<file path="config.mk">
export PLATFORM = sky130hd
export DESIGN_NAME = tcpg_expand_flat
export DESIGN_NICKNAME = d
export VERILOG_FILES = /design/src/design/tcpg_pkg.sv /design/src/design/tcpg_if.sv /design/src/design/tcpg_expand.sv /design/src/flat_wrapper.sv
export SDC_FILE = /design/constraint.sdc
export NUM_CORES = 1
export LEC_CHECK = 0
export BUFFER_PORTS_ARGS = -buffer_cell sky130_fd_sc_hd__buf_2
export CAP_MARGIN = 20
export CORE_MARGIN = 8
export CORE_UTILIZATION = 45
export CTS_CLUSTER_DIAMETER = 80
export DETAILED_ROUTE_END_ITERATION = 8
export PLACE_DENSITY_LB_ADDON = 0.3
export RECOVER_POWER = 50
export SLEW_MARGIN = 10
export SYNTH_ARGS = -nofsm -noshare
export SYNTH_HDL_FRONTEND = slang
export SYNTH_SLANG_ARGS = --single-unit
</file>
<file path="constraint.sdc">
create_clock -name clk -period 2.28 [get_ports clk]
set_clock_uncertainty 0.2 [all_clocks]
set_input_delay 0.114 -clock clk [delete_from_list [all_inputs] [get_ports clk]]
set_output_delay 0.114 -clock clk [all_outputs]
set_load 0.05 [all_outputs]
</file>
<file path="src/design/tcpg_pkg.sv">
// ----------------------------------------------------------------------------
// tcpg_pkg
// Shared constants, codes and stage types of the text cell pixel generator.
// ----------------------------------------------------------------------------
package tcpg_pkg;

    // Cell and screen geometry
    localparam int CELL_LINES     = 8;
    localparam int CELL_PIXELS    = 8;
    localparam int SCREEN_COLUMNS = 64;
    localparam int SCREEN_ROWS    = 32;

    // Glyph store
    localparam int STORE_DEPTH = 1024;
    localparam int ADDR_W      = $clog2(STORE_DEPTH);
    localparam int GLYPH_W     = 8;

    // Colours and pixel row
    localparam int COLOR_W = 3;
    localparam int ROW_W   = CELL_PIXELS * COLOR_W;
    localparam logic [COLOR_W-1:0] COLOR_BLACK = 3'd0;

    // Blink phase counter
    localparam int BLINK_W = 4;

    // Configuration register indexes
    localparam int CFG_IDX_W = 1;
    localparam logic [CFG_IDX_W-1:0] CFG_CURSOR_COL = 1'b0;
    localparam logic [CFG_IDX_W-1:0] CFG_CURSOR_ROW = 1'b1;

    // Item function codes
    typedef enum logic [1:0] {
        FUNC_WRITE  = 2'd0,
        FUNC_RENDER = 2'd1,
        FUNC_TICK   = 2'd2
    } func_t;

    // Decode stage contents
    typedef struct packed {
        logic               valid;
        func_t              kind;
        logic [ADDR_W-1:0]  addr;
        logic [GLYPH_W-1:0] wdata;
        logic               cursor_hit;
        logic [7:0]         attrib;
        logic [8:0]         pixel_x;
        logic [7:0]         pixel_y;
    } s1_t;

    // Glyph fetch stage contents
    typedef struct packed {
        logic               valid;
        logic               cursor_white;
        logic [COLOR_W-1:0] on_color;
        logic [COLOR_W-1:0] bg_color;
        logic [8:0]         pixel_x;
        logic [7:0]         pixel_y;
    } s2_t;

endpackage

</file>
<file path="src/design/tcpg_if.sv">


interface tcpg_pix_if;
    logic        valid;
    logic        ready;
    logic [23:0] pixel_row;
    logic [8:0]  pixel_x;
    logic [7:0]  pixel_y;

    modport source (
        output valid, pixel_row, pixel_x, pixel_y,
        input  ready
    );
    modport sink (
        input  valid, pixel_row, pixel_x, pixel_y,
        output ready
    );
endinterface

</file>
<file path="src/design/tcpg_expand.sv">
// ----------------------------------------------------------------------------
// tcpg_expand
// Third stage: expands the glyph line into eight colours, or all white for a
// cursor cell, and holds the result in the output register.
// ----------------------------------------------------------------------------
module tcpg_expand (
    input  logic                             clk,
    input  logic                             rst_n,
    input  tcpg_pkg::s2_t                    s2,
    input  logic [tcpg_pkg::GLYPH_W-1:0]     glyph_bits,
    output logic                             up_ready,
    tcpg_pix_if.source                       pix
);

    logic                          valid_reg;
    logic [tcpg_pkg::ROW_W-1:0]    row_reg;
    logic [tcpg_pkg::ROW_W-1:0]    row_next;
    logic [8:0]                    pixel_x_reg;
    logic [7:0]                    pixel_y_reg;

    assign up_ready = !valid_reg || pix.ready;

    // Pixel expansion, leftmost pixel in the top bits
    always_comb
    begin
        row_next = '0;
        for (int k = 0; k < tcpg_pkg::CELL_PIXELS; k++)
        begin
            row_next[tcpg_pkg::ROW_W-1-k*tcpg_pkg::COLOR_W -: tcpg_pkg::COLOR_W] =
                glyph_bits[tcpg_pkg::CELL_PIXELS-1-k] ? s2.on_color : s2.bg_color;
        end
        if (s2.cursor_white)
        begin
            row_next = '1;
        end
    end

    // Output valid
    always_ff @(posedge clk or negedge rst_n)
    begin
        if (!rst_n)
        begin
            valid_reg <= 1'b0;
        end
        else if (up_ready)
        begin
            valid_reg <= s2.valid;
        end
    end

    // Output payload
    always_ff @(posedge clk)
    begin
        if (up_ready && s2.valid)
        begin
            row_reg     <= row_next;
            pixel_x_reg <= s2.pixel_x;
            pixel_y_reg <= s2.pixel_y;
        end
    end

    assign pix.valid     = valid_reg;
    assign pix.pixel_row = row_reg;
    assign pix.pixel_x   = pixel_x_reg;
    assign pix.pixel_y   = pixel_y_reg;

`ifndef NO_ASSERTIONS
    // A cursor cell comes out all white
    a_cursor_white: assert property (@(posedge clk) disable iff (!rst_n)
        up_ready && s2.valid && s2.cursor_white |=> row_reg == '1)
        else $error("cursor cell not rendered white");
`endif

endmodule
</file>
<file path="src/flat_wrapper.sv">
// flat-port wrapper written by rule: the top's interface ports become plain ports
module tcpg_expand_flat 
  (clk, rst_n, s2, glyph_bits, up_ready, pix_valid, pix_pixel_row, pix_pixel_x, pix_pixel_y, pix_ready);
  tcpg_pix_if pix_i ();
  input  logic clk;
  input  logic rst_n;
  input  tcpg_pkg::s2_t s2;
  input  logic [tcpg_pkg::GLYPH_W-1:0] glyph_bits;
  output logic up_ready;
  output wire logic [$bits(pix_i.valid)-1:0] pix_valid;
  output wire logic [$bits(pix_i.pixel_row)-1:0] pix_pixel_row;
  output wire logic [$bits(pix_i.pixel_x)-1:0] pix_pixel_x;
  output wire logic [$bits(pix_i.pixel_y)-1:0] pix_pixel_y;
  input wire logic [$bits(pix_i.ready)-1:0] pix_ready;
  assign pix_valid = pix_i.valid;
  assign pix_pixel_row = pix_i.pixel_row;
  assign pix_pixel_x = pix_i.pixel_x;
  assign pix_pixel_y = pix_i.pixel_y;
  assign pix_i.ready = pix_ready;
  tcpg_expand u_core (.clk(clk), .rst_n(rst_n), .s2(s2), .glyph_bits(glyph_bits), .up_ready(up_ready), .pix(pix_i));
endmodule
</file>
* Word level (Yosys, flattened, before mapping)
Cells that the tools add are included.
** Storage, ports and cells
- Bits in registers :: 42
- Bits of input ports :: 36
- Output and inout port bits :: 43
** Cells by class
- Multiplexer cells :: 8
- Reductions and logical operators :: 3
** Operator list (number)
- $mux W3 :: 8
- $logic_and A1 B1 Y1 :: 1
- $logic_not A1 Y1 :: 1
- $logic_or A1 B1 Y1 :: 1

* Logic depth before layout (Yosys ltp)
Gate-level depths: netlist of run 1.
- Word-level depth :: 3
- Depth in mapped cells :: 2
- Mapped depth without buffers :: 2

* Worst setup path after synthesis of run 1
Ideal clock, no wire load.
- Kind :: register to register
- Start point :: register u_core.valid_reg, in the netlist u_core.pix.valid
- End point :: register u_core.row_reg, in the netlist u_core.pix.pixel_row[0] (enable)
- Library setup time :: 0.402 ns
- Data arrival time :: 2.137 ns
- Data required time :: 1.678 ns
- Setup slack :: -0.459 ns
- Cell stages (with the launch flop) :: 3
- Path through :: dfrtp_1 -> nand2b_1 -> and2_1
** On the way
- Word-level cells in the longest chain between the ends :: 3
** Ends and longest elaborated chain
- start: declaration :: RTL line tcpg_expand.sv:15 : logic valid_reg;
- start signal: assignment :: RTL line tcpg_expand.sv:47 : valid_reg <= s2.valid;
- $logic_not A1 Y1 :: RTL line tcpg_expand.sv:21 : assign up_ready = !valid_reg || pix.ready;
- $logic_or A1 B1 Y1 :: RTL line tcpg_expand.sv:21
- via up_ready :: RTL line flat_wrapper.sv:9 : output logic up_ready;
- $logic_and A1 B1 Y1 :: RTL line tcpg_expand.sv:54 : if (up_ready && s2.valid)
- end signal: assignment :: RTL line tcpg_expand.sv:56 : row_reg <= row_next;
- end: declaration :: RTL line tcpg_expand.sv:16 : logic [tcpg_pkg::ROW_W-1:0] row_reg;
The timed path passes the listed nets, and every way through them passes these cells.
A chain may end at the register's enable or synchronous reset.

* Worst setup path in the final report of run 1
- Start point :: register u_core.valid_reg, in the netlist u_core.pix.valid
- End point :: register u_core.pixel_x_reg[2], in the netlist u_core.pix.pixel_x[2] (enable)
** On the way
- Word-level cells in the longest chain between the ends :: 3
** Ends and longest elaborated chain
- $logic_not A1 Y1 :: RTL line tcpg_expand.sv:21
- $logic_or A1 B1 Y1 :: RTL line tcpg_expand.sv:21
- $logic_and A1 B1 Y1 :: RTL line tcpg_expand.sv:54
- end signal: assignment :: RTL line tcpg_expand.sv:57 : pixel_x_reg <= s2.pixel_x;
- end: declaration :: RTL line tcpg_expand.sv:18 : logic [8:0] pixel_x_reg;
No other way between the ends.

==> results of run 1 <==
## cells in the final DEF (no fill, tap or decap), drive strengths merged
cell         instances
dfrtp                1
nor2b               24
bufinv               1
a211o               24
edfxtp              41
nand2b               2
clkbuf              49
dlygate4sd3         29
and2                 1
buf                 35
clkinvlp             1
## metal layers
layer	up-vias	part of all wire	track usage
met5	-	0	0
met4	0	0.0037	0.03774
met3	2	0.071	0.05711
met2	59	0.51	0.2574
met1	601	0.42	0.1539
li1	596	-	-
## repair_timing
item	in CTS	in global routing
hold buffers	29	0
buffers inserted	0	0
hold endpoints to repair	42	0
## layout make-up
| cell class | count | area [um2] | area share |
|---|---|---|---|
| timing repair buffer | 107 | 626.9 | 0.2571 |
| clock buffer | 6 | 72.57 | 0.02976 |
| clock inverter | 2 | 37.54 | 0.01539 |
| tap | 48 | 60.06 | 0.02463 |
| multi-input combinational | 51 | 385.4 | 0.1580 |
| sequential | 42 | 1256 | 0.5151 |
## cells by family after synthesis
logic type      count (synthesis)  synth area share
flops                          42            0.7504
compound gates                 24            0.1278
buf+inv                         5           0.02092
simple gates                   27            0.1009
## report_power, final
group          internal, W  switching, W  total [W]
sequential        0.000900     0.0000115   0.000911
clock             0.000327      0.000245   0.000572
combinational     0.000102      0.000235   0.000337
total              0.00133      0.000492    0.00182
## worst max-delay path by stage
stage,endpoint,slack [ns],cells past startpoint
final,u_core.pix.pixel_x[2],0.70,2
after global routing,u_core.pix.pixel_row[6],0.63,2
after CTS,u_core.pix.pixel_row[0],0.73,2
after detailed placement,u_core.pix.pixel_row[6],0.75,2
after global placement,u_core.pix.pixel_row[6],0.77,2
after floorplan,u_core.pix.pixel_row[0],0.18,2
## worst max-delay path, stage by stage, from the launching register on
cell	delay, ns
sky130_fd_sc_hd__dfrtp_1	0.38
sky130_fd_sc_hd__nand2b_1	0.13
sky130_fd_sc_hd__and2_4	0.50
## stage by stage
stage | area, um2 | setup slack [ns] | cells
3_3_place_gp | 2092 | 0.7744 | 219
3_5_place_dp | 2092 | 0.7457 | 219
4_1_cts | 2492 | 0.7311 | 256
2_1_floorplan | 1677 | 0.1758 | 98
6_report | 2439 | 0.7012 | 256
5_1_grt | 2439 | 0.6299 | 256
==> flow_summary.ini, run 1 <==
[worst_setup_path]
worst_r2r_path_depth = 2
critical_path_required_ns = 2.01
worstPathMaxFanout = 41
rr_startpoint = u_core.pix.valid
criticalPathCategory = reg -> reg
crit_arrival_ns = 1.30
r2r_setup_slack_ns = 0.70
reg2reg_to = u_core.pix.pixel_x[2]
start_kind = flop
critPathCaptureType = flop
setup.worst_path.start = u_core.pix.valid

[power]
pwr_density_cell_mw_per_mm2 = 746.5
total_leakage_power_nw = 0.9045
finalPower_w = 0.001820
vdd_ir_drop_max_mv = 0.3828

[clocking]
cts.reportedPaths.clkPinSlew_ns = 0.08
clk_root_buffer_cell = sky130_fd_sc_hd__clkbuf_8
cts_tree = yes
clock_sinks = 42
clock_insertion_delay_worst_skew_ns = 0.29
cts-resized-gates = 0
htreeDepth = 2
clk_path_buf_depth = 2
tritoncts.num_buffers = 5

[logic_synthesis]
synth-edff-count = 41
synth_seq_cells = 42
synth_top_cell_by_area = sky130_fd_sc_hd__edfxtp_1
syn-num-nets = 134
synth_ff_type = sky130_fd_sc_hd__edfxtp_1
async_flop_share = 0.02381
most_common_library_cells_after_synthesis = sky130_fd_sc_hd__edfxtp_1 (41), sky130_fd_sc_hd__nor2b_1 (24), sky130_fd_sc_hd__a211o_1 (21), sky130_fd_sc_hd__a211o_2 (3)
number_of_instances_in_the_synthesized_netlist = 98
synthDistinctLibCells = 10
synthMostInstantiatedCell = sky130_fd_sc_hd__edfxtp_1
ys_top_cells_by_area = sky130_fd_sc_hd__edfxtp_1 (74%), sky130_fd_sc_hd__a211o_1 (11%), sky130_fd_sc_hd__nor2b_1 (9.0%)
fraction_of_the_yosys_area_taken_by_sequential_cells = 0.7504
syn_area_per_cell_um2 = 17.08
synthDominantCellAreaShare = 0.7354
yosys_warnings = 0
netlist_area_mm2 = 0.001674

[placement]
gp_routability_congestion = 0.7225
io_buffers = 78
detailedPlacementHpwl_um = 2777

[sta]
timing.final.setup_violations = 0
finalHoldViolCount = 0
slew-limit-headroom = 0.5692
timing.hold.ws_ns = 0.04799
max_clock_freq_ghz = 0.6334
worst_pin_slew_ns = 0.6490
final_max_slew_viol_count = 0
rsz_0062_raised_after_global_routing = no
final.period_utilization = 0.6925
accumulated_negative_setup_slack_ns = 0
min_cycle_time_layout_ns = 1.579

[cells_and_area]
final_standard_cell_utilization_of_the_core = 0.6763
layout-area-overhead-vs-synth_pct = 45.67
n_antenna_cell = 0
largest_register_ff_count = 24
finish.net_count = 243
drive_above_1_share = 0.2212
fillCellCount = 287

[floorplan]
io_pins = 79
dieArea_mm2 = 0.005928
coreArea_mm2 = 0.003606
die_width_um = 77.00
rows = 22
initial_core_util = 0.4643
dieHeight_um = 77.00

[job]
max_cap_viol = 0

[min_path]
worstHoldPathCells = 2
hold_path.startpoint = s2[22]
timing.hold.worst_endpoint = u_core.pix.pixel_row[5]
worst_hold_path_type = in -> reg

[drt]
wl_per_cell_um = 17.11
drt_first_iter_violations = 73
detail_routed_via_count_per_cell = 4.914
routed_wl_um = 4380
drcViolationCount = 0
postRouteAntennaNets = 0
router_iterations_before_antenna_repair = 4
total_number_of_vias = 1258

[status]
outcome = complete, no violations

[global_routing]
pin_count_of_the_biggest_net_entering_global_routing = 42
global_route_usage_sum = 0.1441
first_global_vias = 1345
grt.overflow.total = 0
antenna_violations_before_repair = 0
grt_pass1_wl_um = 6886
No activity file was read; power rests on OpenSTA's default activity.
==> run 2, diff against run 1 <==
--- a/config.mk
+++ b/config.mk
@@ -5,6 +5,7 @@
 export SDC_FILE = /design/constraint.sdc
 export NUM_CORES = 1
 export LEC_CHECK = 0
+export ABC_AREA = 1
 export BUFFER_PORTS_ARGS = -buffer_cell sky130_fd_sc_hd__buf_2
 export CAP_MARGIN = 20
 export CORE_MARGIN = 8
==> constraint.sdc (replaced) <==
create_clock -name clk -period 1.6 [get_ports clk]
set_clock_uncertainty 0.2 [all_clocks]
set_input_delay 0.08 -clock clk [delete_from_list [all_inputs] [get_ports clk]]
set_output_delay 0.08 -clock clk [all_outputs]
set_load 0.05 [all_outputs]
==> run 2 against run 1 <==
- via count rose by 9.1%
- global-route usage rose by 0.61 points
- non-clock buffer count rose by 1
- die area fell by 0.30%
==> flow_summary.ini, run 2 <==
[status]
outcome = complete, no violations

[logic_synthesis]
synth_top_cell_by_area = sky130_fd_sc_hd__edfxtp_1
synth-edff-count = 41
async_flop_share = 0.02381
synthDominantCellAreaShare = 0.7382
syn_area_per_cell_um2 = 12.26
synthDistinctLibCells = 10
most_common_library_cells_after_synthesis = sky130_fd_sc_hd__nand2_1 (50), sky130_fd_sc_hd__edfxtp_1 (41), sky130_fd_sc_hd__nand3_1 (23), sky130_fd_sc_hd__inv_1 (10), sky130_fd_sc_hd__buf_2 (6)
fraction_of_the_yosys_area_taken_by_sequential_cells = 0.7532
synthMostInstantiatedCell = sky130_fd_sc_hd__nand2_1
synth_ff_type = sky130_fd_sc_hd__edfxtp_1
syn-num-nets = 172
number_of_instances_in_the_synthesized_netlist = 136
yosys_warnings = 0
ys_top_cells_by_area = sky130_fd_sc_hd__edfxtp_1 (74%), sky130_fd_sc_hd__nand2_1 (11%), sky130_fd_sc_hd__nand3_1 (6.9%)
synth_seq_cells = 42
netlist_area_mm2 = 0.001668

[cells_and_area]
commonest_non_fill_non_tap_cell_in_the_layout = sky130_fd_sc_hd__nand2_1
fillCellCount = 276
finish.net_count = 279
layout-area-overhead-vs-synth_pct = 48.01
sequential_cell_area_mm2 = 0.001257
multi_input_comb_area_um2 = 329.1
largest_register_ff_count = 24
final_cells = 292
drive_above_1_share = 0.2500
n_antenna_cell = 0
mostFrequentLayoutCells = sky130_fd_sc_hd__nand2_1 (50), sky130_fd_sc_hd__buf_2 (49), sky130_fd_sc_hd__edfxtp_1 (41), sky130_fd_sc_hd__clkbuf_1 (30), sky130_fd_sc_hd__dlygate4sd3_1 (29)

[clocking]
htreeDepth = 2
clk_root_buffer_cell = sky130_fd_sc_hd__clkbuf_8
postCtsSetupRepairBufs = 0
cts_tree = yes
clock_sinks = 42
clk_path_buf_depth = 2
tritoncts.num_buffers = 5
clock_insertion_delay_worst_skew_ns = 0.28
cts.reportedPaths.clkPinSlew_ns = 0.08
cts-resized-gates = 0

[floorplan]
coreArea_mm2 = 0.003606
rows = 22
initial_core_util = 0.4625
dieHeight_um = 76.88
die_width_um = 76.88
io_pins = 79
dieArea_mm2 = 0.005911

[power]
finalPower_w = 0.002640
vdd_ir_drop_max_mv = 0.6399
pwr_density_cell_mw_per_mm2 = 1069
total_leakage_power_nw = 1.019

[sta]
worst_pin_slew_ns = 0.6482
accumulated_negative_setup_slack_ns = 0
rsz_0062_raised_after_global_routing = no
min_cycle_time_layout_ns = 1.512
final.period_utilization = 0.9449
max_clock_freq_ghz = 0.6614
finalHoldViolCount = 0
slew-limit-headroom = 0.5697
final_max_slew_viol_count = 0
timing.final.setup_violations = 0

[drt]
wl_per_cell_um = 15.21
detail_routed_via_count_per_cell = 4.702
router_iterations_before_antenna_repair = 4
total_number_of_vias = 1373
drcViolationCount = 0
drt_first_iter_violations = 125
postRouteAntennaNets = 0
routed_wl_um = 4441

[global_routing]
global_route_usage_sum = 0.1502
antenna_violations_before_repair = 0
pin_count_of_the_biggest_net_entering_global_routing = 42
grt.overflow.total = 0
first_global_vias = 1440
grt_pass1_wl_um = 7127

[placement]
detailedPlacementHpwl_um = 2863
gp_routability_congestion = 0.7390
number_of_instances_in_the_placed_design = 255
io_buffers = 78

[worst_setup_path]
crit_arrival_ns = 1.48
r2r_setup_slack_ns = 0.14
criticalPathCategory = in -> reg
start_kind = input pin
worst_r2r_path_depth = 3
critical_path_required_ns = 1.57
reg2reg_to = u_core.pix.valid
worstPathMaxFanout = 2
rr_startpoint = u_core.pix.valid
critPathCaptureType = flop

[min_path]
worst_hold_path_type = in -> reg
worstHoldPathCells = 3
timing.hold.worst_endpoint = u_core.pix.pixel_row[14]
hold_path.startpoint = s2[19]

[job]
max_cap_viol = 0
## run 2: what timing repair did
item                                    in CTS  in global routing
endpoints found under the setup margin       0                  0
endpoints found under the hold margin       43                  0
hold buffers                                29                  0
## run 2: power by group
group | internal [W] | switching, W
Clock | 0.000509 | 0.000343
Sequential | 0.00128 | 0.0000173
Combinational | 0.000140 | 0.000350
Total | 0.00193 | 0.000710
## run 2: kinds of logic (layout without fill, tap and decap cells)
kind of cell    count (synthesis)  count (layout)  share of synthesized area
simple gates                   74              74                     0.1875
flops                          42              42                     0.7532
buf+inv                        19             127                    0.05626
compound gates                  1               1                   0.002998
## run 2: area by class of cell
| cell class | count | area share |
|---|---|---|
| flip-flops and latches | 42 | 0.5094 |
| repair buffers | 108 | 0.2691 |
| multi-input cells | 75 | 0.1333 |
| clock buffers | 7 | 0.03497 |
| well taps | 48 | 0.02433 |
| inverters | 11 | 0.01673 |
| clock inverters | 1 | 0.01216 |
## run 2: per-stage QoR
step	setup WS, ns	utilization	hold WS (ns)	cell area (um2)
5_1_grt	0.05339	0.6846	0.02049	2469
4_1_cts	0.1405	0.6947	0.0005476	2505
2_1_floorplan	-0.2925	-	-0.4156	1680
6_report	0.08817	0.6846	0.006479	2469
3_3_place_gp	0.2838	0.5819	-0.3413	2098
3_5_place_dp	0.2679	0.5819	-0.3391	2098
## run 2: worst max-delay path, cell delays in order
cell and delay (ns):
sky130_fd_sc_hd__dlygate4sd3_1 0.53, sky130_fd_sc_hd__buf_2 0.13, sky130_fd_sc_hd__inv_1 0.11, sky130_fd_sc_hd__nand2_1 0.07, sky130_fd_sc_hd__dlygate4sd3_1 0.55
## run 2: how the worst max path moves through the flow
stage,startpoint,to,slack [ns]
2_1_floorplan,u_core.pix.valid,u_core.pix.pixel_row[0],-0.29
3_3_place_gp,u_core.pix.valid,u_core.pix.pixel_row[20],0.28
3_5_place_dp,u_core.pix.valid,u_core.pix.pixel_row[20],0.27
4_1_cts,s2[24],u_core.pix.valid,0.14
5_1_grt,s2[24],u_core.pix.valid,0.05
6_report,s2[24],u_core.pix.valid,0.09
## run 2: routing by layer
metal	GRT usage	share of wire	vias to the layer above
met5	0	0	-
met4	0.04231	0.0056	0
met3	0.06876	0.10	4
met2	0.2472	0.47	78
met1	0.1705	0.42	621
li1	-	-	670
