**src/design/tcpg_pkg.sv**
```systemverilog
// ----------------------------------------------------------------------------
// tcpg_pkg
// Shared constants, codes and stage types of the text cell pixel generator.
// ----------------------------------------------------------------------------
package tcpg_pkg;

    // Cell and screen geometry
    localparam int CELL_LINES     = 8;
    localparam int CELL_PIXELS    = 8;
    localparam int SCREEN_COLUMNS = 64;
    localparam int SCREEN_ROWS    = 32;

    // Glyph store
    localparam int STORE_DEPTH = 1024;
    localparam int ADDR_W      = $clog2(STORE_DEPTH);
    localparam int GLYPH_W     = 8;

    // Colours and pixel row
    localparam int COLOR_W = 3;
    localparam int ROW_W   = CELL_PIXELS * COLOR_W;
    localparam logic [COLOR_W-1:0] COLOR_BLACK = 3'd0;

    // Blink phase counter
    localparam int BLINK_W = 4;

    // Configuration register indexes
    localparam int CFG_IDX_W = 1;
    localparam logic [CFG_IDX_W-1:0] CFG_CURSOR_COL = 1'b0;
    localparam logic [CFG_IDX_W-1:0] CFG_CURSOR_ROW = 1'b1;

    // Item function codes
    typedef enum logic [1:0] {
        FUNC_WRITE  = 2'd0,
        FUNC_RENDER = 2'd1,
        FUNC_TICK   = 2'd2
    } func_t;

    // Decode stage contents
    typedef struct packed {
        logic               valid;
        func_t              kind;
        logic [ADDR_W-1:0]  addr;
        logic [GLYPH_W-1:0] wdata;
        logic               cursor_hit;
        logic [7:0]         attrib;
        logic [8:0]         pixel_x;
        logic [7:0]         pixel_y;
    } s1_t;

    // Glyph fetch stage contents
    typedef struct packed {
        logic               valid;
        logic               cursor_white;
        logic [COLOR_W-1:0] on_color;
        logic [COLOR_W-1:0] bg_color;
        logic [8:0]         pixel_x;
        logic [7:0]         pixel_y;
    } s2_t;

endpackage

```
**src/design/tcpg_if.sv**
```systemverilog
// ----------------------------------------------------------------------------
// tcpg_if
// Valid/ready channels: command items in, rendered pixel rows out.
// ----------------------------------------------------------------------------
interface tcpg_cmd_if;
    logic       valid;
    logic       ready;
    logic [1:0] func;
    logic [5:0] cell_x;
    logic [4:0] cell_y;
    logic [2:0] scan_line;
    logic [7:0] char_code;
    logic [7:0] attrib;
    logic [9:0] rom_addr;
    logic [7:0] rom_data;

    modport source (
        output valid, func, cell_x, cell_y, scan_line, char_code, attrib,
               rom_addr, rom_data,
        input  ready
    );
    modport sink (
        input  valid, func, cell_x, cell_y, scan_line, char_code, attrib,
               rom_addr, rom_data,
        output ready
    );
endinterface


```
**src/design/tcpg_decode.sv**
```systemverilog
// ----------------------------------------------------------------------------
// tcpg_decode
// First stage: decodes the item, forms the glyph store address and the
// cursor match, and registers the result.
// ----------------------------------------------------------------------------
module tcpg_decode (
    input  logic              clk,
    input  logic              rst_n,
    tcpg_cmd_if.sink          cmd,
    input  logic [7:0]        cursor_col,
    input  logic [7:0]        cursor_row,
    input  logic              down_ready,
    output tcpg_pkg::s1_t     s1
);

    tcpg_pkg::s1_t s1_reg;
    tcpg_pkg::s1_t s1_next;
    logic [2:0]    line_sel;
    logic          on_screen;

    // Stage frees up when empty or when its contents move on
    assign cmd.ready = !s1_reg.valid || down_ready;

    // Decode
    always_comb
    begin
        // double height: top half on even rows, bottom half on odd rows
        line_sel  = cmd.char_code[7] ? {cmd.cell_y[0], cmd.scan_line[2:1]}
                                     : cmd.scan_line;
        on_screen = (cursor_col < 8'(tcpg_pkg::SCREEN_COLUMNS)) &&
                    (cursor_row < 8'(tcpg_pkg::SCREEN_ROWS));

        s1_next            = '0;
        s1_next.wdata      = cmd.rom_data;
        s1_next.attrib     = cmd.attrib;
        s1_next.pixel_x    = {cmd.cell_x, 3'b000};
        s1_next.pixel_y    = {cmd.cell_y, cmd.scan_line};
        s1_next.cursor_hit = on_screen &&
                             (cursor_col == {2'b00, cmd.cell_x}) &&
                             (cursor_row == {3'b000, cmd.cell_y});
        s1_next.addr       = {cmd.char_code[6:0], line_sel};
        case (cmd.func)
            tcpg_pkg::FUNC_WRITE:
            begin
                s1_next.valid = cmd.valid;
                s1_next.kind  = tcpg_pkg::FUNC_WRITE;
                s1_next.addr  = cmd.rom_addr;
            end
            tcpg_pkg::FUNC_RENDER:
            begin
                s1_next.valid = cmd.valid;
                s1_next.kind  = tcpg_pkg::FUNC_RENDER;
            end
            tcpg_pkg::FUNC_TICK:
            begin
                s1_next.valid = cmd.valid;
                s1_next.kind  = tcpg_pkg::FUNC_TICK;
            end
            default:
            begin
                // unused code: dropped on transfer
                s1_next.valid = 1'b0;
                s1_next.kind  = tcpg_pkg::FUNC_TICK;
            end
        endcase
    end

    // Stage register
    always_ff @(posedge clk or negedge rst_n)
    begin
        if (!rst_n)
        begin
            s1_reg <= '0;
        end
        else if (cmd.ready)
        begin
            s1_reg <= s1_next;
        end
    end

    assign s1 = s1_reg;

endmodule

```
**src/flat_wrapper.sv**
```systemverilog
// flat-port wrapper written by rule: the top's interface ports become plain ports
module tcpg_decode_flat 
  (clk, rst_n, cursor_col, cursor_row, down_ready, s1, cmd_valid, cmd_func, cmd_cell_x, cmd_cell_y, cmd_scan_line, cmd_char_code, cmd_attrib, cmd_rom_addr, cmd_rom_data, cmd_ready);
  tcpg_cmd_if cmd_i ();
  input  logic clk;
  input  logic rst_n;
  input  logic [7:0] cursor_col;
  input  logic [7:0] cursor_row;
  input  logic down_ready;
  output tcpg_pkg::s1_t s1;
  input wire logic [$bits(cmd_i.valid)-1:0] cmd_valid;
  input wire logic [$bits(cmd_i.func)-1:0] cmd_func;
  input wire logic [$bits(cmd_i.cell_x)-1:0] cmd_cell_x;
  input wire logic [$bits(cmd_i.cell_y)-1:0] cmd_cell_y;
  input wire logic [$bits(cmd_i.scan_line)-1:0] cmd_scan_line;
  input wire logic [$bits(cmd_i.char_code)-1:0] cmd_char_code;
  input wire logic [$bits(cmd_i.attrib)-1:0] cmd_attrib;
  input wire logic [$bits(cmd_i.rom_addr)-1:0] cmd_rom_addr;
  input wire logic [$bits(cmd_i.rom_data)-1:0] cmd_rom_data;
  output wire logic [$bits(cmd_i.ready)-1:0] cmd_ready;
  assign cmd_i.valid = cmd_valid;
  assign cmd_i.func = cmd_func;
  assign cmd_i.cell_x = cmd_cell_x;
  assign cmd_i.cell_y = cmd_cell_y;
  assign cmd_i.scan_line = cmd_scan_line;
  assign cmd_i.char_code = cmd_char_code;
  assign cmd_i.attrib = cmd_attrib;
  assign cmd_i.rom_addr = cmd_rom_addr;
  assign cmd_i.rom_data = cmd_rom_data;
  assign cmd_ready = cmd_i.ready;
  tcpg_decode u_core (.clk(clk), .rst_n(rst_n), .cmd(cmd_i), .cursor_col(cursor_col), .cursor_row(cursor_row), .down_ready(down_ready), .s1(s1));
endmodule
```
**config.mk**
```make
export PLATFORM = sky130hd
export DESIGN_NAME = tcpg_decode_flat
export DESIGN_NICKNAME = d
export VERILOG_FILES = /design/src/design/tcpg_pkg.sv /design/src/design/tcpg_if.sv /design/src/design/tcpg_decode.sv /design/src/flat_wrapper.sv
export SDC_FILE = /design/constraint.sdc
export NUM_CORES = 1
export LEC_CHECK = 0
export BUFFER_PORTS_ARGS = -buffer_cell sky130_fd_sc_hd__buf_2
export CAP_MARGIN = 20
export CORE_UTILIZATION = 40
export CTS_CLUSTER_DIAMETER = 60
export DETAILED_ROUTE_END_ITERATION = 8
export PLACE_DENSITY = 0.75
export SLEW_MARGIN = 20
export SYNTH_ARGS = -nofsm -noshare
export SYNTH_HDL_FRONTEND = slang
export SYNTH_SLANG_ARGS = --single-unit
```
**constraint.sdc**
```tcl
create_clock -name clk -period 1.7 [get_ports clk]
set_input_delay 0.085 -clock clk [delete_from_list [all_inputs] [get_ports clk]]
set_output_delay 0.085 -clock clk [all_outputs]
set_load 0.01 [all_outputs]
```
# == After elaboration in Yosys (flattened, before gate mapping) ==
# Index checks and enable logic that the tools add are counted.
# word_totals
regBits,44
latchBits,0
ram_bits,0
mem_bits_ro,0
in_bits,70
out_inout_bits,48
wordCells,23
mem_count,0
# classes
n_addsub,0
n_mul,0
n_div,0
n_lt_le_gt_ge,2
n_eq_ne,4
shift,0
n_mux,3
n_bitwise,0
n_reduce_logical,6
# ops
op,count
two-way mux 10 bit,1
case mux 3 bit (3 select lines),1
equality test 8 x 5 -> 1 bit,1
equality test 8 x 6 -> 1 bit,1
"less-than comparator 8 x 6 -> 1 bit, second input constant",1
"less-than comparator 8 x 7 -> 1 bit, second input constant",1
logical AND 1 bit,3
two-way mux 3 bit,1
"equality test 2 x 1 -> 1 bit, second input constant",1
"equality test 2 bit, second input constant",1
zero test 2 bit,1
zero test 1 bit,1
logical OR 1 bit,1

# == Longest topological paths before layout ==
# Gate-level depths: netlist (run 1).
# logic_depth
ltp_word,4
mapped_depth,5
ltp_nobuf,4

# == Least setup slack after synthesis (run 1) ==
# Ideal clock, no wire load.
# synth_timing
kind,flip-flop to flip-flop
startpoint,"register u_core.s1_reg, in the netlist u_core.s1[46]"
endpoint,"register u_core.s1_reg, in the netlist u_core.s1[17]"
setup_ns,0.125
arrival_time_ns,1.186
required_ns,1.575
slack_ns,0.389
path_stages_with_launch,5
path_buffers,1
path_cell_list,dfrtp_1 > nor2b_4 > inv_2 > buf_4 > mux2_2
# synth_via
elab_chain_len,2
# synth_lines
element,line_no,source
start: declaration,tcpg_decode.sv:16,tcpg_pkg::s1_t s1_reg;
start signal: assignment,tcpg_decode.sv:77,s1_reg <= s1_next;
zero test 1 bit,tcpg_decode.sv:22,assign cmd.ready = !s1_reg.valid || down_ready;
logical OR 1 bit,tcpg_decode.sv:22,
net cmd_ready,flat_wrapper.sv:20,output wire logic [$bits(cmd_i.ready)-1:0] cmd_ready;
# The timed path passes the listed nets, and every way through them passes these cells.
# A chain may end at the register's enable or synchronous reset.

# == Worst setup path after layout (run 1) ==
# layout_timing
startpoint,"register u_core.s1_reg, in the netlist u_core.s1[46]"
endpoint,output cmd_ready
# layout_via
elab_chain_len,2
# layout_lines
element,line_no
zero test 1 bit,tcpg_decode.sv:22
logical OR 1 bit,tcpg_decode.sv:22
end: declaration,flat_wrapper.sv:20
# Every way passes these cells.

==> results of run 1 <==
what timing repair did:
action | CTS | global route
endpoints found under the setup margin | 0 | 0
endpoints found under the hold margin | 19 | 0
hold buffers | 1 | 0
logic make-up after synthesis:
kind of cell | after synthesis | synth area share (%)
buf+inv | 10 | 3.253
xor+xnor | 11 | 5.010
flops | 44 | 57.25
compound gates | 15 | 4.164
other cells | 1 | 0.1950
simple gates | 25 | 6.767
mux | 41 | 23.36
critical path, delay by kind of cell (launching register included):
kind                   cells  cell delay (ns)
buffers and inverters      2             0.48
and+or+nand+nor            1             0.16
DFF                        1             0.39
through the flow:
| step | std cells | hold WS [ns] | instance area, sq um |
|---|---|---|---|
| floorplan | 149 | -0.2106 | 1931 |
| global placement | 309 | 0.04773 | 2542 |
| detailed placement | 309 | 0.04923 | 2542 |
| CTS | 318 | 0.01537 | 2643 |
| global route | 318 | 0.01760 | 2643 |
| finish | 318 | 0.02202 | 2643 |
per-layer routing:
metal	vias up	GRT usage, %
met5	-	0
met4	0	4.000
met3	2	4.219
met2	67	29.74
met1	692	20.85
li1	733	-
report_power, final:
group / switching (mW) / leakage (nW) / internal, mW
clock network: 0.304 / 0.0455 / 0.331
registers: 0.0523 / 0.520 / 1.15
logic: 0.238 / 0.760 / 0.252
total: 0.595 / 1.32 / 1.74
worst max path at each step:
stage                              startpoint                        end  slack, ns  depth (start not counted)
CTS                 u_core.s1[46]$_DFFE_PN0P_                  cmd_ready       0.28                          3
global route        u_core.s1[46]$_DFFE_PN0P_                  cmd_ready       0.20                          3
finish              u_core.s1[46]$_DFFE_PN0P_                  cmd_ready       0.31                          3
floorplan           u_core.s1[46]$_DFFE_PN0P_  u_core.s1[17]$_DFFE_PN0P_       0.39                          4
detailed placement  u_core.s1[46]$_DFFE_PN0P_  u_core.s1[32]$_DFFE_PN0P_       0.38                          3
global placement    u_core.s1[46]$_DFFE_PN0P_  u_core.s1[24]$_DFFE_PN0P_       0.42                          3
synth_stat cells:
cell / instances / area (sq um)
a21oi_1: 3 / 15.01
nor3_2: 1 / 10.01
nor2b_4: 1 / 13.76
buf_2: 2 / 10.01
nand2_1: 14 / 52.55
xnor2_1: 4 / 35.03
nand2b_1: 1 / 6.260
inv_2: 1 / 3.750
nand4_1: 1 / 6.260
buf_4: 6 / 45.04
nor4_1: 2 / 12.51
a32o_1: 1 / 10.01
conb_1: 1 / 3.750
clkbuf_1: 1 / 3.750
mux2_1: 2 / 22.52
nor2_1: 3 / 11.26
mux2_2: 29 / 326.6
or4_4: 1 / 11.26
dfrtp_1: 44 / 1101
o21ai_0: 11 / 55.05
xor2_1: 7 / 61.31
mux2i_1: 10 / 100.1
nor2_2: 1 / 6.260
final cells by class:
class	instances	share of cell area [%]
timing repair buffer	118	23.30
tap	52	2.462
clock buffer	8	3.409
inverter	1	0.1420
sequential	44	41.67
multi-input combinational	95	29.02
==> reports/qor.yml, run 1 <==
setup_path:
  r2r_cells: 3
  crit_path_start_kind: "flip-flop"
  crit_path_cell_trace: "nor2b_4 > inv_2 > buf_2"
  slowest_delay_ns: 0.39
  regToRegSetupSlack_ns: 0.38
  critical_path_class: "reg -> out"
  reg2reg_from: "u_core.s1[46]$_DFFE_PN0P_"
  cp_max_fo: 18
  crit_required_ns: 1.62
  worstReg2RegEnd: "u_core.s1[32]$_DFFE_PN0P_"
  worstPathArrival_ns: 1.31
  end_kind: "output port"
  cpMaxStageDelayCell: "dfrtp_1"
detailed_routing:
  dr_total_vias: 1494
  drt-met1-wl_mm: 1.641
  ant_nets: 0
  routed.top_layer: "met4"
  wl_per_cell_microns: 12.63
  via_per_inst: 4.698
  met2_length_mm: 2.062
  drtIter0Drc: 54
  routed_wl_mm: 4.016
  drt_pass1_iterations: 6
  detail_route.drc_violations: 8
  routed-wl-met3_microns: 295
min_path:
  hold_start: "cmd_attrib[5]"
  hold_end: "u_core.s1[22]$_DFFE_PN0P_"
  hold_path_class: "in -> reg"
  whs_path_depth: 2
logic_synthesis:
  ys_seq_area_share_pct: 57.25
  synth_area_per_cell_sq_um: 13.08
  ys_ff_latch: 44
  synth_cell_type_count: 23
  syn-instance-count: 147
  syn_area_sq_um: 1923
  yosys_warnings: 0
layout:
  post-route-util_pct: 59.06
  final_nets: 335
  fillers: 379
  drive_gt1_share_pct: 59.02
  final_cell_mix: "buf_2, dfrtp_1, mux2_2, nand2_1, o21ai_0"
  syn_to_final_growth_pct: 37.41
  diodes: 0
  largest_reg_flops: 44
  register_area_sq_um: 1101
  multi_input_area_sq_um: 767.0
  layout_commonest_cell: "buf_2"
clocking:
  numCtsBuffers: 5
  htreeDepth: 2
  cts_resized: 0
  worstSkewPairLatency_ns: 0.28
  cts_post_setup_buffers_inserted: 0
  clk_path_buf_depth: 2
  cts_num_sinks: 44
  clock-root-buffer: "clkbuf_8"
  path_clk_slew_ns: 0.07
  cts_tree: "done"
timing:
  fin_ws_ns: 0.3086
  fin_skew_ns: 0.002287
  setup_viol: 0
  rsz0062_at_grt: "no"
  hold_viol: 0
  finalMaxSlewViolations: 0
  timing.fmax_ghz: 0.7187
  fin_crit_sh_pct: 81.85
  tns_ns: 0
  finalCriticalPeriod_ns: 1.391
run_status:
  status: "complete, but fails checks"
  violations: "design-rule violations"
place:
  place.gp.congestion: 0.7324
  io_buffers: 114
  pre_cts_slack_ns: 0.3825
  post-dp-hpwl_mm: 3.181
grt:
  grt_util_all_layers_pct: 16.87
  antenna_found_initial: 0
  grt_overflow: 0
  grt_pass1_vias: 1464
  grt_max_degree: 36
  grt_pass1_wl_mm: 6.658
die:
  start_util_pct: 42.98
  coreArea_sq_um: 4474
  rows: 24
  die_h_microns: 71.34
  die_area_sq_um: 5089
  dieWidth_microns: 71.34
  io_pins: 118
run:
  maxCapViolCount: 0
power_and_ir_drop:
  leakagePower_nw: 1.325
  powerDensity_nw_per_um2: 882.5
  ir_worst_vdd_mv: 0.4842
  total_power_mw: 2.332
(Power assumes the default switching activity.)
==> run 2: changes to the inputs <==
ABC_AREA = 1   (was unset)
PLACE_DENSITY = 0.77   (was 0.75)
clock period = 1.2 ns   (was 1.7 ns; I/O delays follow)
==> run 2 against run 1 <==
Net effect:
- the run now ends clean
- first-iteration DRC count increased by 100%
- worst hold slack got worse by 0.0095 ns
- clock-buffer cell count decreased by 3
- cell area increased by 17%
- sequential cell count unchanged
- register-to-register slack got worse by 0.27 ns
- synthesized area increased by 8.2%
- synthesized cell count increased by 75%
- sequential share of layout area decreased by 6.1 points
- total power increased by 59%
- worst setup slack got worse by 0.27 ns
- highest routed layer unchanged
==> reports/qor.yml, run 2 <==
logic_synthesis:
  netlist_top_cells_count: "nand2_1, dfrtp_1, inv_1"
  synth_compound_area_share_pct: 12.09
  synth-simple-area-share_pct: 25.14
  yosys.area_share.xor_xnor_pct: 0.8419
  synth_cell_type_count: 21
  synth_top_family_by_area: "simple AND/OR/NAND/NOR gates"
  synth-edff-count: 0
  synth_ff_type: "dfrtp_1"
  synthAdderAreaFrac_pct: 0
  synth_area_per_cell_sq_um: 8.096
  syn-instance-count: 257
  synth_most_common_cell: "nand2_1"
  yosys_warnings: 0
  syn_area_sq_um: 2081
  synth_top_area_cell: "dfrtp_1"
  yosys-top-cells-area: "dfrtp_1, nand2_1, a21oi_2"
  ys_seq_area_share_pct: 52.92
  synthArstFlopShare_pct: 100.0
  ys_ff_latch: 44
  synth.top_cell.area_share_pct: 52.92
  synth_mux_area_share_pct: 0
place:
  place.gp.congestion: 0.7734
  pre_cts_slack_ns: 0.1091
  io_buffers: 114
  post-dp-hpwl_mm: 3.846
layout:
  final_cell_mix: "nand2_1, buf_2, dfrtp_1, inv_1, dlygate4sd3_1"
  final_nets: 468
  layout_commonest_cell: "nand2_1"
  post-route-util_pct: 63.92
  diodes: 0
  multi_input_area_sq_um: 805.8
  syn_to_final_growth_pct: 48.95
  drive_gt1_share_pct: 38.10
  largest_reg_flops: 44
  fillers: 433
  register_area_sq_um: 1101
detailed_routing:
  drt_pass1_iterations: 4
  via_per_inst: 4.427
  drtIter0Drc: 109
  routed_wl_mm: 5.410
  detail_route.drc_violations: 0
  wl_per_cell_microns: 11.61
  dr_total_vias: 2063
  ant_nets: 0
die:
  coreArea_sq_um: 4848
  dieWidth_microns: 74.13
  die_area_sq_um: 5495
  die_h_microns: 74.13
  start_util_pct: 42.92
  io_pins: 118
  rows: 25
clocking:
  numCtsBuffers: 5
  path_clk_slew_ns: 0.08
  clock-root-buffer: "clkbuf_8"
  worstSkewPairLatency_ns: 0.30
  clk_path_buf_depth: 2
  htreeDepth: 2
  cts_num_sinks: 44
  cts_tree: "done"
power_and_ir_drop:
  powerDensity_nw_per_um2: 1195
  leakagePower_nw: 1.735
  ir_worst_vdd_mv: 0.6110
setup_path:
  worstPathArrival_ns: 1.10
  end_kind: "output port"
  cp_max_fo: 10
  crit_path_start_kind: "flip-flop"
  critical_path_class: "reg -> out"
  crit_required_ns: 1.14
  r2r_cells: 5
timing:
  timing.fmax_ghz: 0.8595
  hold_viol: 0
  fin_ws_ns: 0.03649
  fin_crit_sh_pct: 96.96
  fin_skew_ns: 0.008020
  finalCriticalPeriod_ns: 1.164
  setup_viol: 0
  whs_ns: 0.01248
  finalMaxSlewViolations: 0
  tns_ns: 0
run_status:
  status: "complete, no violations"
grt:
  grt_max_degree: 40
  grt_pass1_wl_mm: 8.542
  grt_overflow: 0
  antenna_found_initial: 0
  grt_pass1_vias: 2051
  grt_util_all_layers_pct: 20.70
min_path:
  hold_path_class: "in -> reg"
  whs_path_depth: 3
run:
  maxCapViolCount: 0
[run 2: worst paths after layout]
kind,slack (ns),to,startpoint
setup / recovery,0.04,cmd_ready,u_core.s1[46]$_DFFE_PN0P_
hold / removal,0.01,u_core.s1[42]$_DFFE_PN0P_,cmd_char_code[5]
setup reg to reg,0.11,u_core.s1[40]$_DFFE_PN0P_,u_core.s1[46]$_DFFE_PN0P_
hold reg to reg,0.47,u_core.s1[29]$_DFFE_PN0P_,u_core.s1[29]$_DFFE_PN0P_
max in group asynchronous,0.47,u_core.s1[26]$_DFFE_PN0P_,rst_n
min in group asynchronous,0.24,u_core.s1[22]$_DFFE_PN0P_,rst_n
[run 2: final cells by class]
cell class                 instances  area share (%)
sequential                        44           35.53
timing repair buffer             144           29.07
multi-input combinational        178           26.00
inverter                          25           3.109
tap                               67           2.705
clock buffer                       5           2.220
clock inverter                     3           1.373
[run 2: critical path, cell delays in order, from the launching register on]
cell	delay, ns
dfrtp_1	0.41
nand2_4	0.14
buf_12	0.13
buf_2	0.13
[run 2: power breakdown]
group,switching (mW),internal (mW),leakage (nW)
Clock,0.502,0.616,0.0541
Combinational,0.457,0.405,1.16
Sequential,0.0857,1.64,0.523
[run 2: metal layers]
layer | vias up | share of wire (%) | global-route usage [%]
met3 | 11 | 6.3 | 6.233
met2 | 75 | 50 | 36.46
met1 | 917 | 42 | 23.30
met4 | 0 | 1.4 | 8.547
li1 | 1060 | - | -
met5 | - | 0 | 0
[run 2: timing repair]
action,in CTS,in global routing
buffers inserted,0,2
pin swaps,1,1
hold buffers,20,0
resized for setup,3,1
endpoints found under the hold margin,35,0
cloned,0,1
setup endpoints to repair,1,2
[run 2: stage by stage]
step	power (mW)	instance area, sq um	std cells
finish	3.705	3099	466
global route	3.904	3099	466
CTS	3.730	3057	463
detailed placement	2.541	2733	435
global placement	2.512	2733	435
floorplan	2.149	2088	259
[run 2: cell families after synthesis]
| kind of cell | count (synthesis) |
|---|---|
| other | 1 |
| xor gates and xnor gates | 2 |
| and+or+nand+nor | 136 |
| DFF | 44 |
| buffers and inverters | 37 |
| AOI/OAI and AO/OA | 37 |
